--- src/hw/rtl/tkc_pkg.sv ---
`default_nettype none

package tkc_pkg;

    localparam int ENTRIES_DEF   = 64;
    localparam int KEY_WORDS_DEF = 4;

    localparam int OP_W      = 2;
    localparam int ID_W      = 32;
    localparam int WORD_W    = 64;
    localparam int MAX_WORDS = 4;
    localparam int MAX_KEY_W = MAX_WORDS * WORD_W;
    localparam int STATUS_W  = 3;
    localparam int USED_W    = 7;

    // request layout: op, table_id, new_key_w0..w3
    localparam int S_OP_LSB   = 0;
    localparam int S_ID_LSB   = S_OP_LSB + OP_W;
    localparam int S_KEY_LSB  = S_ID_LSB + ID_W;
    localparam int S_BITS     = S_KEY_LSB + MAX_KEY_W;
    localparam int S_TDATA_W  = ((S_BITS + 7) / 8) * 8;

    // result layout: status, out_key_w0..w3, entries_used
    localparam int M_STATUS_LSB = 0;
    localparam int M_KEY_LSB    = M_STATUS_LSB + STATUS_W;
    localparam int M_USED_LSB   = M_KEY_LSB + MAX_KEY_W;
    localparam int M_BITS       = M_USED_LSB + USED_W;
    localparam int M_TDATA_W    = ((M_BITS + 7) / 8) * 8;

    localparam logic [OP_W-1:0] OP_LOOKUP     = 2'd0;
    localparam logic [OP_W-1:0] OP_INSERT     = 2'd1;
    localparam logic [OP_W-1:0] OP_INSERT_ROOM = 2'd2;
    localparam logic [OP_W-1:0] OP_EVICT      = 2'd3;

    localparam logic [STATUS_W-1:0] STS_OK       = 3'd0;
    localparam logic [STATUS_W-1:0] STS_MISS     = 3'd1;
    localparam logic [STATUS_W-1:0] STS_PRESENT  = 3'd2;
    localparam logic [STATUS_W-1:0] STS_EVICTED0 = 3'd3;
    localparam logic [STATUS_W-1:0] STS_FULL     = 3'd4;
    localparam logic [STATUS_W-1:0] STS_INVALID  = 3'd5;

endpackage

`default_nettype wire

--- src/hw/rtl/tkc_first_one.sv ---
`default_nettype none

module tkc_first_one #(
    parameter int ENTRIES = tkc_pkg::ENTRIES_DEF,
    parameter int IDX_W   = (ENTRIES > 1) ? $clog2(ENTRIES) : 1
) (
    input  wire logic [ENTRIES-1:0] vec,
    output logic                    found,
    output logic [IDX_W-1:0]        idx
);

    // lowest set bit wins
    always_comb
    begin
        found = 1'b0;
        idx   = '0;
        for (int i = ENTRIES - 1; i >= 0; i--)
        begin
            if (vec[i])
            begin
                found = 1'b1;
                idx   = IDX_W'(i);
            end
        end
    end

endmodule

`default_nettype wire

--- config.mk ---
export PLATFORM = sky130hd
export DESIGN_NAME = tkc_first_one
export DESIGN_NICKNAME = d
export VERILOG_FILES = /design/src/hw/rtl/tkc_pkg.sv /design/src/hw/rtl/tkc_first_one.sv
export SDC_FILE = /design/constraint.sdc
export NUM_CORES = 1
export LEC_CHECK = 0
export BUFFER_PORTS_ARGS = -buffer_cell sky130_fd_sc_hd__buf_2
export CELL_PAD_IN_SITES_DETAIL_PLACEMENT = 0
export CELL_PAD_IN_SITES_GLOBAL_PLACEMENT = 1
export CORE_MARGIN = 5
export CORE_UTILIZATION = 23
export DETAILED_ROUTE_END_ITERATION = 12
export GPL_TIMING_DRIVEN = 1
export PLACE_DENSITY = 0.87
export SLEW_MARGIN = 20
export SYNTH_ARGS = -nofsm -noshare
export SYNTH_HDL_FRONTEND = slang
export SYNTH_SLANG_ARGS = --single-unit
export TNS_END_PERCENT = 50
--- constraint.sdc ---
create_clock -name vclk -period 2.2
set_input_delay 0.44 -clock vclk [all_inputs]
set_output_delay 0.44 -clock vclk [all_outputs]
set_load 0.02 [all_outputs]
Yosys cells after proc, flatten, opt, wreduce, memory -nomap -nowiden
Cells that the tools add are included.
- word-level logic and storage cells: 128
- register bits after elaboration: 0
- multiplexer cells: 128
- operators with widths (kind ; count):
    $mux W6 ; 64
    $mux W1 ; 64

Longest topological paths before layout
Gate-level depths: netlist (run 1).
- word-level depth: 64
- mapped depth: 6
- depth with buffers taken out: 6

Worst setup path before layout (run 1)
No wires, ideal clock.
- path kind: input port to output port
- start point: in vec[56]
- end point: out idx[2]
- data required time: 1760 ps
- setup slack: -15 ps
- data arrival time: 1775 ps
- stages: 6
- cells stage by stage: or4_4 -> o21ai_1 -> a21oi_1 -> o21ai_1 -> o2111ai_1 -> a21boi_1
- longest elaborated chain between the ends: 57
- RTL lines (what ; line ; text):
    from (decl) ; tkc_first_one.sv:7 ; input wire logic [ENTRIES-1:0] vec,
    $mux W6 (57 in a row) ; tkc_first_one.sv:19 ; if (vec[i])
    to (decl) ; tkc_first_one.sv:9 ; output logic [IDX_W-1:0] idx
No other way between the ends.

Worst setup path in the final report (run 1)
- start point: in vec[58]
- end point: out idx[2]
- longest elaborated chain between the ends: 59
- RTL lines (what ; line):
    $mux W6 (59 in a row) ; tkc_first_one.sv:19
No other way between the ends.

==> run metrics, run 1 <==
Post-Layout Inst Area=1550 µm²; HP Class=in2out; Synth cell types=34; GPL Wtd Cong=0.842; Layout Cells excl Fill=283; total wire length=3430 µm; layout clock buffer count=0; register area share after synthesis=0%; DIE HEIGHT=67.6 µm; Syn Nets=204; Area Growth Syn to Fin=103%; Synth top cells by count=29 x nor2_1, 15 x nor4_1, 13 x a21oi_1; Max-Cap Viols=0; antenna-violating nets left=0; Worst path slowest cell=or4_4; layout cells sized above 1=51.1%; top cell family by delay on the critical path=compound AO/OA/AOI/OAI gates; count leader, synth=nor2_1; Port Buf Inserts=71; grt ovf=0; Hold Buf Count CTS=0; Worst-Margin Slew=0.380 ns; status=complete, but fails checks; leakage=0.681 nW; initial antenna violation count=0; f_max=437 MHz; peak per-stage delay on the critical path=0.54 ns; drt wl/cell=12.1 µm; Final Hold Vio Count=0; Setup CP Type=in2out; Pwr per Cell Area=141 nW/µm²; Max Transition Viols Final=0; Ys Warns=0; seq_cells=0; Final min period=2.29 ns; first-pass GRT wire length=5260 µm; Peak VDD IR=0.0537 mV; Worst Setup SP=vec[58]; Crit path buffers/inverters=2; initial core utilization=23.2%; crit path cell chain=buf_6 > or4_4 > o21ai_2 > a21oi_1 > o21ai_1 > o2111ai_2 > a21boi_2 > buf_6; vias per inst=5.09; n_diodes=0; Core ar.=3280 µm²; Startpoint Class=primary input; fin nets=303; Seq. cell area=0 µm²; DRT iter0 DRCs=48; placed cell areas=1380 µm²; fin crit share=104%; Initial DRT Pass Iterations=4; Die Area=4570 µm²; placed insts=283; total track usage=14.0%; worst hold slack=1.31 ns; Die X=67.6 µm; post-synth top area cell=nor2_1; crit end category=primary output; PnR worst setup slack=-0.0902 ns; Detail Placement HPWL=2910 µm; Synth Instances=140; routed vias=1441; most frequent CP cell=buf_6; largest net degree at the start of global routing=6; Fillers=346; count of final setup violators=6; Crit Path Max Fanout=2; leading post-synthesis cells by cell area=nor2_1 14%, nor4_1 12%, a21oi_1 8.5%; failing checks=setup timing; setup TNS=-0.286 ns; Worst slew margin=74.5%; Hold EP=idx[1]; DP Worst Slack=-0.162 ns; Netlist Area Pre-Place=763 µm²; hold path startpoint=vec[1]; hold path depth=5; Post-CTS Setup Bufs=0; # DRC=0; vias in the first global route=1288; standard-cell rows=21; RSZ-0062 raised after global routing=true; Util after Layout=47.1%; Worst Path Required=1.76 ns; Tot Pwr=0.218 mW; CP arrival=1.85 ns; Avg Inst Size Synth=5.45 µm²; area share of the largest cell type after synthesis=14.3%; Top-Level Pins=71; CP Depth=8
## layout by cell type (no fill, tap or decap), types with 4 or more instances in the layout
cell,count
a21oi_1,12
buf_2,61
buf_4,28
buf_6,5
inv_1,12
nand2_1,8
nor2_1,25
nor3_1,10
nor4_1,12
o21ai_0,7
or4_4,4
## report_power, final
group	total, mW	internal [mW]	leakage (nW)	switching [mW]
Combinational	0.218	0.112	0.681	0.106
Sequential	0	0	0	0
Clock	0	0	0	0
## repair_timing
action,4_1_cts,5_1_grt
gates resized for setup,15,26
pin swaps,12,6
setup endpoints to repair,7,7
## per-layer routing
layer / GRT usage, % / share of wire [%] / vias to the layer above / wire length, µm
met5: 0 / 0 / - / 0
met4: 0 / 0.84 / 0 / 29
met3: 0.998 / 5.9 / 2 / 201
met2: 25.6 / 52 / 44 / 1780
met1: 18.8 / 42 / 651 / 1430
li1: - / - / 744 / -
## kinds of logic after synthesis
kind of cell    synth area share (%)
simple gates                    55.1
buf+inv                         5.90
compound gates                  39.0
## layout make-up
class              instances  area (µm²)  area share (%)
inverters                 12        45.0            2.91
multi-input cells        128         828            53.5
well taps                 46        57.6            3.72
repair buffers            97         617            39.9
## how the worst max path moves through the flow
stage                  end  slack (ns)
floorplan           idx[5]        0.01
global placement    idx[2]       -0.14
detailed placement  idx[2]       -0.16
CTS                 idx[2]       -0.11
global route        idx[2]       -0.16
finish              idx[2]       -0.09
Power figures use the tool's default switching activity.
==> run 2, diff against run 1 <==
--- a/config.mk
+++ b/config.mk
@@ -6,10 +6,8 @@
 export NUM_CORES = 1
 export LEC_CHECK = 0
 export BUFFER_PORTS_ARGS = -buffer_cell sky130_fd_sc_hd__buf_2
-export CELL_PAD_IN_SITES_DETAIL_PLACEMENT = 0
-export CELL_PAD_IN_SITES_GLOBAL_PLACEMENT = 1
 export CORE_MARGIN = 5
-export CORE_UTILIZATION = 23
+export CORE_UTILIZATION = 39
 export DETAILED_ROUTE_END_ITERATION = 12
 export GPL_TIMING_DRIVEN = 1
 export PLACE_DENSITY = 0.87
==> run metrics, run 2 (same netlist as run 1, synthesis figures left out) <==
fin nets=299 (-1.3%); # DRC=0 (unchanged); total wire length=3280 µm (-4.5%); vias in the first global route=1307 (+1.5%); status=complete, but fails checks; Net Switching=0.101 mW (-5.3%); fin crit share=104% (-0.24 points); Final min period=2.28 ns (-0.00519 ns); Max Transition Viols Final=0 (unchanged); Startpoint Class=primary input; Crit Path Max Fanout=3 (+1); most frequent cells in the layout=64 x buf_2, 28 x nor2_1, 24 x buf_4; met3 wire len=252 µm (+25%); seq_cells=0 (unchanged); Worst-Margin Slew=0.382 ns (+0.00256 ns); hold path startpoint=vec[1]; DIE HEIGHT=54.2 µm (-20%); total track usage=21.6% (+7.6 points); drt wl/cell=12.6 µm (+3.9%); Final Hold Vio Count=0 (unchanged); routed vias=1463 (+1.5%); initial core utilization=39.7% (+16 points); Sw Ratio=50.2% (+1.5 points); Worst Path Required=1.76 ns (about the same); DRT iter0 DRCs=41 (-15%); largest net degree at the start of global routing=6 (unchanged); Pwr per Cell Area=142 nW/µm² (+0.96%); hold path depth=4 (-1); Hold Buf Count CTS=0 (unchanged); sequential fraction of design power=0% (unchanged); GPL Wtd Cong=0.897 (+6.5%); n_diodes=0 (unchanged); Post-CTS Setup Bufs=0 (unchanged); Worst slew margin=74.3% (-0.17 points); CP arrival=1.84 ns (about the same); grt ovf=0 (unchanged); Max-Cap Viols=0 (unchanged); layout clock buffer count=0 (unchanged); Top-Level Pins=71 (unchanged); Port Buf Inserts=71 (unchanged); initial antenna violation count=0 (unchanged); Layout Cells excl Fill=260 (-8.1%); Area Growth Syn to Fin=84.6%; most common library cell in the layout ignoring fill and taps=buf_2; WL met1=1270 µm (-11%); top layer in use=met4; crit end category=primary output; Setup CP Type=in2out; layout cells sized above 1=46.8% (-4.3 points); first-pass GRT wire length=5080 µm (-3.5%); Clock power frac=0% (unchanged); placed insts=260 (-8.1%); routed length on met2=1750 µm (-1.7%); vias per inst=5.63 (+11%); f_max=438 MHz (+0.23%); Die X=54.2 µm (-20%); Initial DRT Pass Iterations=4 (unchanged); antenna-violating nets left=0 (unchanged); standard-cell rows=16 (-24%); leakage=0.647 nW (-4.9%); Logic pwr share=100.0% (about the same); Fillers=172 (-50%); Core ar.=1920 µm² (-41%); Seq. cell area=0 µm² (unchanged); Die Area=2940 µm² (-36%); PnR worst setup slack=-0.0850 ns (+0.00519 ns); failing checks=setup timing; Peak VDD IR=0.115 mV (+110%); HP Class=in2out; Hold EP=idx[3]; RSZ-0062 raised after global routing=true; setup TNS=-0.335 ns (-0.0481 ns); Detail Placement HPWL=2720 µm (-6.5%); cell-internal power=0.0997 mW (-11%); count of final setup violators=7 (+1)
==> run 2: changes by cell type in the layout (fill, tap and decap cells not counted), moves of 2 or more <==
cell and delta:
buf_2 +3, nor2_1 +3, buf_4 -4, buf_8 -3, nor2_4 -2
==> run 2: final cells by class <==
| class | count | area (µm²) | share of cell area, % |
|---|---|---|---|
| Multi-Input combinational cell | 128 | 773 | 54.9 |
| Tap cell | 27 | 33.8 | 2.40 |
| Inverter | 12 | 45.0 | 3.20 |
| Timing Repair Buffer | 93 | 557 | 39.5 |
==> run 2: critical path, stage by stage <==
cell	delay, ns
buf_6	0.09
or4_4	0.56
nor2_2	0.11
nor2_1	0.05
o21a_1	0.18
o2111ai_2	0.20
a21boi_2	0.08
buf_6	0.13
==> run 2: worst max path at each step <==
stage | start | endpoint | cells past startpoint
after floorplan | vec[31] | idx[5] | 4
after global placement | vec[56] | idx[2] | 8
after detailed placement | vec[31] | idx[3] | 7
after CTS | vec[28] | idx[2] | 8
after global routing | vec[28] | idx[2] | 8
final | vec[28] | idx[2] | 8
==> run 2: repair_timing <==
| item | CTS | global route |
|---|---|---|
| resized for setup | 14 | 7 |
| pin swaps | 10 | 2 |
| cloned | 0 | 0 |
| endpoints found under the setup margin | 7 | 7 |
==> run 2: per-stage QoR <==
step	cell area [µm²]	util, %	hold slack, ns	setup WS (ns)	power [mW]
finish	1410	73.3	1.31	-0.0850	0.200
global route	1410	73.3	1.35	-0.175	0.220
CTS	1380	71.7	1.31	-0.0532	0.193
detailed placement	1320	68.8	1.31	-0.131	0.186
global placement	1320	68.8	1.31	-0.117	0.182
floorplan	767	-	1.06	0.0140	0.0595
==> run 2: routing by layer <==
layer,GRT usage [%],vias to the layer above
li1,-,740
met1,27.7,656
met2,41.2,65
met5,0,-
met3,1.09,2
met4,0.830,0
==> run 2: power groups by stage <==
stage                     clock (mW)  combinational [mW]  sequential, mW
after detailed placement           0               0.186               0
after CTS                          0               0.193               0
after floorplan                    0              0.0595               0
after global routing               0               0.220               0
final                              0               0.200               0
after global placement             0               0.182               0
==> run 3, diff against run 2 <==
--- a/config.mk
+++ b/config.mk
@@ -11,6 +11,7 @@
 export DETAILED_ROUTE_END_ITERATION = 12
 export GPL_TIMING_DRIVEN = 1
 export PLACE_DENSITY = 0.87
+export REMOVE_ABC_BUFFERS = 1
 export SLEW_MARGIN = 20
 export SYNTH_ARGS = -nofsm -noshare
 export SYNTH_HDL_FRONTEND = slang
==> constraint.sdc (replaced) <==
create_clock -name vclk -period 2.4
set_input_delay 0.48 -clock vclk [all_inputs]
set_output_delay 0.48 -clock vclk [all_outputs]
set_load 0.02 [all_outputs]
==> run metrics, run 3 (same netlist as run 1, synthesis figures left out) <==
Final Hold Vio Count=0 (unchanged); Seq. cell area=0 µm² (unchanged); crit path cell chain=buf_6 > or4_4 > o21ai_4 > a21oi_2 > o21ai_1 > o2111ai_1 > a21boi_1 > buf_4; Startpoint Class=primary input; first-pass GRT wire length=4510 µm (-11%); failing checks=setup timing; worst hold slack=1.39 ns (+0.0761 ns); Worst-Margin Slew=0.497 ns (+0.115 ns); most frequent cells in the layout=69 x buf_2, 28 x nor2_1, 13 x nor4_1; f_max=413 MHz; Top-Level Pins=71 (unchanged); count of final setup violators=2 (-5); fin crit share=101%; RSZ-0062 raised after global routing=true; Worst path slowest cell=or4_4; seq_cells=0 (unchanged); Die X=54.2 µm (unchanged); Worst slew margin=66.6% (-7.7 points); # DRC=0 (unchanged); most common library cell in the layout ignoring fill and taps=buf_2; routed vias=1411 (-3.6%); status=complete, but fails checks; Pwr per Cell Area=131 nW/µm² (-7.9%); Tot Pwr=0.167 mW (-17%); antenna-violating nets left=0 (unchanged); leakage=0.577 nW (-11%); PnR worst setup slack=-0.0203 ns (+0.0646 ns); Setup CP Type=in2out; Util after Layout=66.2% (-7.1 points); Worst Path Required=1.92 ns (+0.16 ns); Peak VDD IR=0.0823 mV (-28%); grt ovf=0 (unchanged); Post-CTS Setup Bufs=0 (unchanged); Max-Cap Viols=0 (unchanged); layout cells sized above 1=40.9% (-5.9 points); Initial DRT Pass Iterations=4 (unchanged); Hold Buf Count CTS=0 (unchanged); vias per inst=5.71 (+1.5%); hold path startpoint=vec[1]; vias in the first global route=1208 (-7.6%); top cell family by delay on the critical path=compound AO/OA/AOI/OAI gates; peak per-stage delay on the critical path=0.55 ns (about the same); setup TNS=-0.0282 ns (+0.306 ns); Crit path buffers/inverters=2 (unchanged); Max Transition Viols Final=0 (unchanged); Core ar.=1920 µm² (unchanged); DRT iter0 DRCs=32 (-22%); HP Class=in2out; total track usage=19.3% (-2.4 points); initial antenna violation count=0 (unchanged); Hold EP=idx[1]; drt wl/cell=12.3 µm (-2.6%); Crit Path Max Fanout=3 (unchanged); Detail Placement HPWL=2600 µm (-4.4%); n_diodes=0 (unchanged); CP arrival=1.94 ns (+0.10 ns); layout clock buffer count=0 (unchanged); largest net degree at the start of global routing=6 (unchanged); total wire length=3030 µm (-7.5%); Die Area=2940 µm² (unchanged); standard-cell rows=16 (unchanged); DIE HEIGHT=54.2 µm (unchanged); fin nets=286 (-4.3%); crit end category=primary output; initial core utilization=39.7% (unchanged); Port Buf Inserts=71 (unchanged); Area Growth Syn to Fin=66.7%; DP Worst Slack=-0.0300 ns (+0.101 ns); hold path depth=5 (+1); Final min period=2.42 ns; GPL Wtd Cong=0.906 (+1.0%)
[run 3: area by class of cell]
class / count / area [µm²]
well taps: 27 / 33.8
repair buffers: 80 / 432
multi-input cells: 128 / 762
inverters: 12 / 45.0
fillers: 195 / 649
[run 3: power breakdown]
part | total (mW) | leakage [nW] | switching, mW | internal (mW)
Clock | 0 | 0 | 0 | 0
Combinational | 0.167 | 0.577 | 0.0889 | 0.0778
Sequential | 0 | 0 | 0 | 0
Total | 0.167 | 0.577 | 0.0889 | 0.0778
[run 3: worst max-delay path by stage]
stage,start,endpoint,slack (ns),cells after the start
6_report,vec[57],idx[2],-0.02,8
5_1_grt,vec[59],idx[2],-0.14,8
4_1_cts,vec[31],idx[2],-0.004,8
3_5_place_dp,vec[56],idx[2],-0.03,8
3_3_place_gp,vec[31],idx[5],0.01,6
2_1_floorplan,vec[56],idx[2],0.11,6
[run 3: stage by stage]
| stage | instance area [µm²] | cells |
|---|---|---|
| global route | 1270 | 247 |
| floorplan | 763 | 140 |
| detailed placement | 1220 | 247 |
| CTS | 1230 | 247 |
| finish | 1270 | 247 |
| global placement | 1220 | 247 |
[run 3: timing repair]
item	CTS	global route
gates cloned	0	0
gates resized for setup	2	9
pin swaps	2	9
endpoints found under the setup margin	3	6
endpoints found under the hold margin	0	0
[run 3: layer usage]
layer / vias up / GRT usage [%] / wire [µm]
li1: 718 / - / -
met1: 614 / 25.2 / 1230
met2: 73 / 36.3 / 1530
met3: 6 / 0.272 / 252
met4: 0 / 1.24 / 19
met5: - / 0 / 0
